===== config.mk =====
export PLATFORM = sky130hd
export DESIGN_NAME = lfsa_cell
export DESIGN_NICKNAME = d
export VERILOG_FILES = /design/src/lfsa_pkg.sv /design/src/lfsa_cell.sv
export SDC_FILE = /design/constraint.sdc
export NUM_CORES = 1
export LEC_CHECK = 0
export BUFFER_PORTS_ARGS = -buffer_cell sky130_fd_sc_hd__buf_2
export CAP_MARGIN = 10
export CORE_MARGIN = 2
export CORE_UTILIZATION = 44
export CTS_BUF_LIST = sky130_fd_sc_hd__clkbuf_4 sky130_fd_sc_hd__clkbuf_8
export CTS_CLUSTER_DIAMETER = 80
export DETAILED_ROUTE_END_ITERATION = 7
export GPL_TIMING_DRIVEN = 1
export PLACE_DENSITY = 0.76
export SYNTH_ARGS = -nofsm -noshare
export SYNTH_HDL_FRONTEND = slang
export SYNTH_SLANG_ARGS = --single-unit

===== constraint.sdc =====
create_clock -name clk_i -period 3.25 [get_ports clk_i]
set_clock_uncertainty 0.2 [all_clocks]
set_input_delay 0.1625 -clock clk_i [delete_from_list [all_inputs] [get_ports clk_i]]
set_output_delay 0.1625 -clock clk_i [all_outputs]
set_load 0.02 [all_outputs]

===== src/lfsa_pkg.sv =====
`default_nettype none

package lfsa_pkg;

  localparam int unsigned SLOTS       = 64;
  localparam int unsigned TIME_BITS   = 32;
  localparam int unsigned SLOT_W      = (SLOTS > 1) ? $clog2(SLOTS) : 1;
  localparam int unsigned IN_TIME_W   = 32;
  localparam int unsigned GUEST_W     = 16;
  localparam int unsigned OUT_SLOT_W  = 6;

  typedef logic [TIME_BITS-1:0]  time_t;
  typedef logic [SLOT_W-1:0]     slot_t;
  typedef logic [GUEST_W-1:0]    guest_t;
  typedef logic [OUT_SLOT_W-1:0] out_slot_t;

  // Guest as it travels down the row of slot cells
  typedef struct packed {
    time_t arrival;
    time_t departure;
    logic  granted;
    slot_t slot;
    logic  is_target;
  } item_t;

  // Fit a port time to the internal time width: truncate or zero-extend
  function automatic time_t to_time(input logic [IN_TIME_W-1:0] v);
    time_t r;
    r = '0;
    for (int unsigned i = 0; i < TIME_BITS; i++) begin
      if (i < IN_TIME_W) begin
        r[i] = v[i];
      end
    end
    return r;
  endfunction

  // Fit a slot index to the result field: truncate or zero-extend
  function automatic out_slot_t to_out_slot(input slot_t s);
    out_slot_t r;
    r = '0;
    for (int unsigned i = 0; i < OUT_SLOT_W; i++) begin
      if (i < SLOT_W) begin
        r[i] = s[i];
      end
    end
    return r;
  endfunction

endpackage

`default_nettype wire


===== src/lfsa_cell.sv =====
`default_nettype none

module lfsa_cell (
  input  wire logic            clk_i,
  input  wire logic            rst_ni,
  input  wire logic            advance_i,
  input  wire lfsa_pkg::slot_t slot_idx_i,
  input  wire logic            valid_i,
  input  wire lfsa_pkg::item_t item_i,
  output logic                 valid_o,
  output lfsa_pkg::item_t      item_o
);
  import lfsa_pkg::*;

  logic  busy_q, busy_d;
  time_t dep_q;
  logic  valid_q;
  item_t item_q, item_d;
  logic  freed, busy_now, take, step;

  // free on departure at or before arrival, then claim if no lower cell did
  assign step     = advance_i && valid_i;
  assign freed    = busy_q && (dep_q <= item_i.arrival);
  assign busy_now = busy_q && !freed;
  assign take     = valid_i && !item_i.granted && !busy_now;

  always_comb begin
    busy_d = busy_now || take;
    item_d = item_i;
    if (take) begin
      item_d.granted = 1'b1;
      item_d.slot    = slot_idx_i;
    end
  end

  always_ff @(posedge clk_i or negedge rst_ni) begin
    if (!rst_ni) begin
      busy_q  <= 1'b0;
      valid_q <= 1'b0;
    end else if (advance_i) begin
      valid_q <= valid_i;
      if (step) begin
        busy_q <= busy_d;
      end
    end
  end

  always_ff @(posedge clk_i) begin
    if (advance_i) begin
      item_q <= item_d;
      if (step && take) begin
        dep_q <= item_i.departure;
      end
    end
  end

  assign valid_o = valid_q;
  assign item_o  = item_q;

endmodule

`default_nettype wire


==> results_dict.tcl <==
set metrics [dict create \
    power_frac_comb 0.155 \
    dp.final_hpwl_mm 6.21 \
    worstHoldEndpoint "item_o[64]$_DFFE_PP_" \
    start_kind "input pin" \
    drcViolationCount 0 \
    post-cts-setup-buffers 0 \
    drt_iter0_drc 55 \
    worst_slew_pin_slew_ps 557 \
    avgSynthCellArea_um2 17.7 \
    crit_fanout 6 \
    power_switching_mw 0.692 \
    hold_violations 0 \
    synth_seq_cells 106 \
    drive_gt1_frac 0.382 \
    final.setup.tns_ps 0 \
    area_growth_pct 46.9 \
    synth_area_leaders "edfxtp_1 (75%), ha_1 (9.7%), inv_1 (2.9%)" \
    crit_family "simple AND/OR/NAND/NOR gates" \
    yosys.area.top_type "edfxtp_1" \
    synth_top_area_frac 0.753 \
    clock_sinks 106 \
    async_reset_ff_frac 0.0189 \
    io_pins 155 \
    grt_overflow 0 \
    hold_path_depth 1 \
    yosysUniqueCellTypes 28 \
    hp-class "input pin to flip-flop" \
    place.gp.congestion 0.752 \
    crit_path_start "item_i[51]" \
    diodes 0 \
    period_minus_slack_ps 2980 \
    layout.nets 599 \
    p_leak_nw 2.62 \
    yosysMostFrequentCell "edfxtp_1" \
    wirelength_mm 9.39 \
    dp_worst_setup_slack_ps 158 \
    avgViaCountPerCell 4.83 \
    min_period_over_period 0.918 \
    grt_pass1_vias 3177 \
    dp_cells 503 \
    syn-num-nets 349 \
    ys.warnings.count 0 \
    timing.reg2reg.setup_slack_ps 360 \
    synth.cell_area_mm2 0.00415 \
    synthFlopType "edfxtp_1" \
    seqPwrFrac 0.582 \
    synthCells 235 \
    p_sw_frac 0.248 \
    finalPower_mw 2.79 \
    initial_core_util 0.451 \
    root_buffer "clkbuf_8" \
    outcome "completed" \
    crit_slowest_cell "dlygate4sd3_1" \
    antenna_found_initial 0 \
    power_frac_clock 0.264 \
    fmax_ghz 0.335 \
    max-clock-path-buffers 2 \
    grt_util_all_layers 0.189 \
    wl_per_cell_um 15.6 \
    worstPathCellList "dlygate4sd3_1 > buf_2 > inv_1 > ha_1 > nand4_1 > nor4_2 > nand3b_1 > a31oi_2 > nor4b_4 > mux2_2" \
    worstPathArrival_ps 2890 \
    grt_max_degree 46 \
    placed_area_mm2 0.00508 \
    power_density_mw_per_mm2 457 \
    final_cell_area_mm2 0.00609 \
    relSlewSlack 0.629 \
    rows 35 \
    dieWidth_um 101 \
    rsz0062_at_grt "false" \
    cts_tree "yes" \
    cts_made_buffers 9 \
    die-area_mm2 0.0102 \
    clock_latency_ps 350 \
    htreeDepth 3 \
    die_height_um 101 \
    p_int_mw 2.09 \
    setup_viol 0 \
    clk_pin_slew_ps 100 \
    synth_edf_count 104 \
    final_max_slew_viol_count 0 \
    slowest_delay_ps 530 \
    core_region_area_mm2 0.00920 \
    max_cap_viol_count 0 \
    io_buffers 154 \
    setup_ws_ps 265 \
    crit_type "input pin to flip-flop" \
    required_ps 3150 \
    worstSetupEndpointType "flip-flop" \
    antenna_left 0 \
    worstReg2RegStart "dep_q[11]$_DFFE_PP_" \
    fin_cells 601 \
    reg2reg_depth 7 \
    hp-start "advance_i" \
    rr_endpoint "item_o[6]$_DFFE_PP_" \
    drt_pass1_iterations 4 \
    vdd_drop_max_mv 0.267 \
    vias 2904 \
    ys_seq_area_frac 0.765 \
    ys_top_cells_by_count "edfxtp_1 (104), ha_1 (32), inv_1 (32)" \
    path_buf_inv 3 \
    grt_pass1_wl_mm 14.5 \
]
==> kinds of logic (layout without fill, tap and decap cells) <==
logic type	Yosys count	count (layout)	synth area share
AOI/OAI and AO/OA	31	31	0.0467
adders and majority gates	32	32	0.0965
muxes	7	7	0.0190
buffers and inverters	32	287	0.0290
and+or+nand+nor	27	27	0.0440
DFF	106	106	0.765
==> layout make-up <==
cell class / instances / area, um^2
Timing Repair Buffer: 239 / 1620
Clock buffer: 11 / 139
Multi-Input combinational cell: 97 / 870
Tap cell: 111 / 139
Clock inverter: 5 / 37.5
Inverter: 32 / 120
Fill cell: 659 / 3100
Sequential cell: 106 / 3170
==> per-layer routing <==
metal  wire, um  vias to the layer above  track usage  share of wire
met5          0                        -            0              0
met4        234                        0       0.0811          0.025
met3        472                       23       0.0458          0.050
met2       5210                      109        0.355           0.55
met1       3480                     1377        0.199           0.37
li1           -                     1395            -              -
==> sequential cells by signal, summed over array words and instances (netlist names) <==
register,cells
item_o,72
busy_q,1
dep_q,32
valid_o,1
==> power by group through the flow <==
stage	registers, mW	logic (mW)	clock network [mW]
2_1_floorplan	1.75	0.0800	0
3_3_place_gp	1.65	0.341	0
3_5_place_dp	1.65	0.351	0
4_1_cts	1.62	0.430	0.755
5_1_grt	1.63	0.468	0.808
6_report	1.62	0.431	0.734
==> worst reg2reg max path: stages (launching register included) <==
cell,delay (ps)
edfxtp_1,390
ha_1,320
nand4_1,180
nor4_2,400
nand3b_1,220
a31oi_2,90
nor4b_4,450
mux2_2,400
==> through the flow <==
step / hold WS [ps] / util
detailed placement: -239 / 0.553
global placement: -243 / 0.553
CTS: 107 / 0.661
global route: 110 / 0.663
finish: 116 / 0.663
floorplan: -333 / -
==> cells in the final DEF, fill, tap and decap left out, types with 2 or more instances in the layout <==
cell type        n
inv_6            2
dlygate4sd3_1   82
nand2_1          7
nor4_2           2
edfxtp_1       104
a21o_1           2
nand4_1          6
clkbuf_4         2
nor2_1           3
inv_1           32
buf_2          153
a21oi_1         17
dfrtp_1          2
o21ai_0          5
ha_1            32
nand4_2          2
mux2_2           7
buf_4            4
clkbuf_8         9
==> what timing repair did <==
item                                   CTS  global route
setup endpoints to repair                0            39
hold buffers                            82             0
endpoints found under the hold margin  108             0
resized for setup                        0             2
==> how the worst max path moves through the flow <==
stage | end | slack (ps) | cells past startpoint
finish | item_o[6]$_DFFE_PP_ | 270 | 10
CTS | item_o[6]$_DFFE_PP_ | 80 | 10
global placement | item_o[5]$_DFFE_PP_ | 300 | 7
floorplan | dep_q[0]$_DFFE_PP_ | 210 | 7
global route | busy_q$_DFFE_PN0P_ | 40 | 11
detailed placement | item_o[3]$_DFFE_PP_ | 160 | 7
(Power assumes the default switching activity.)
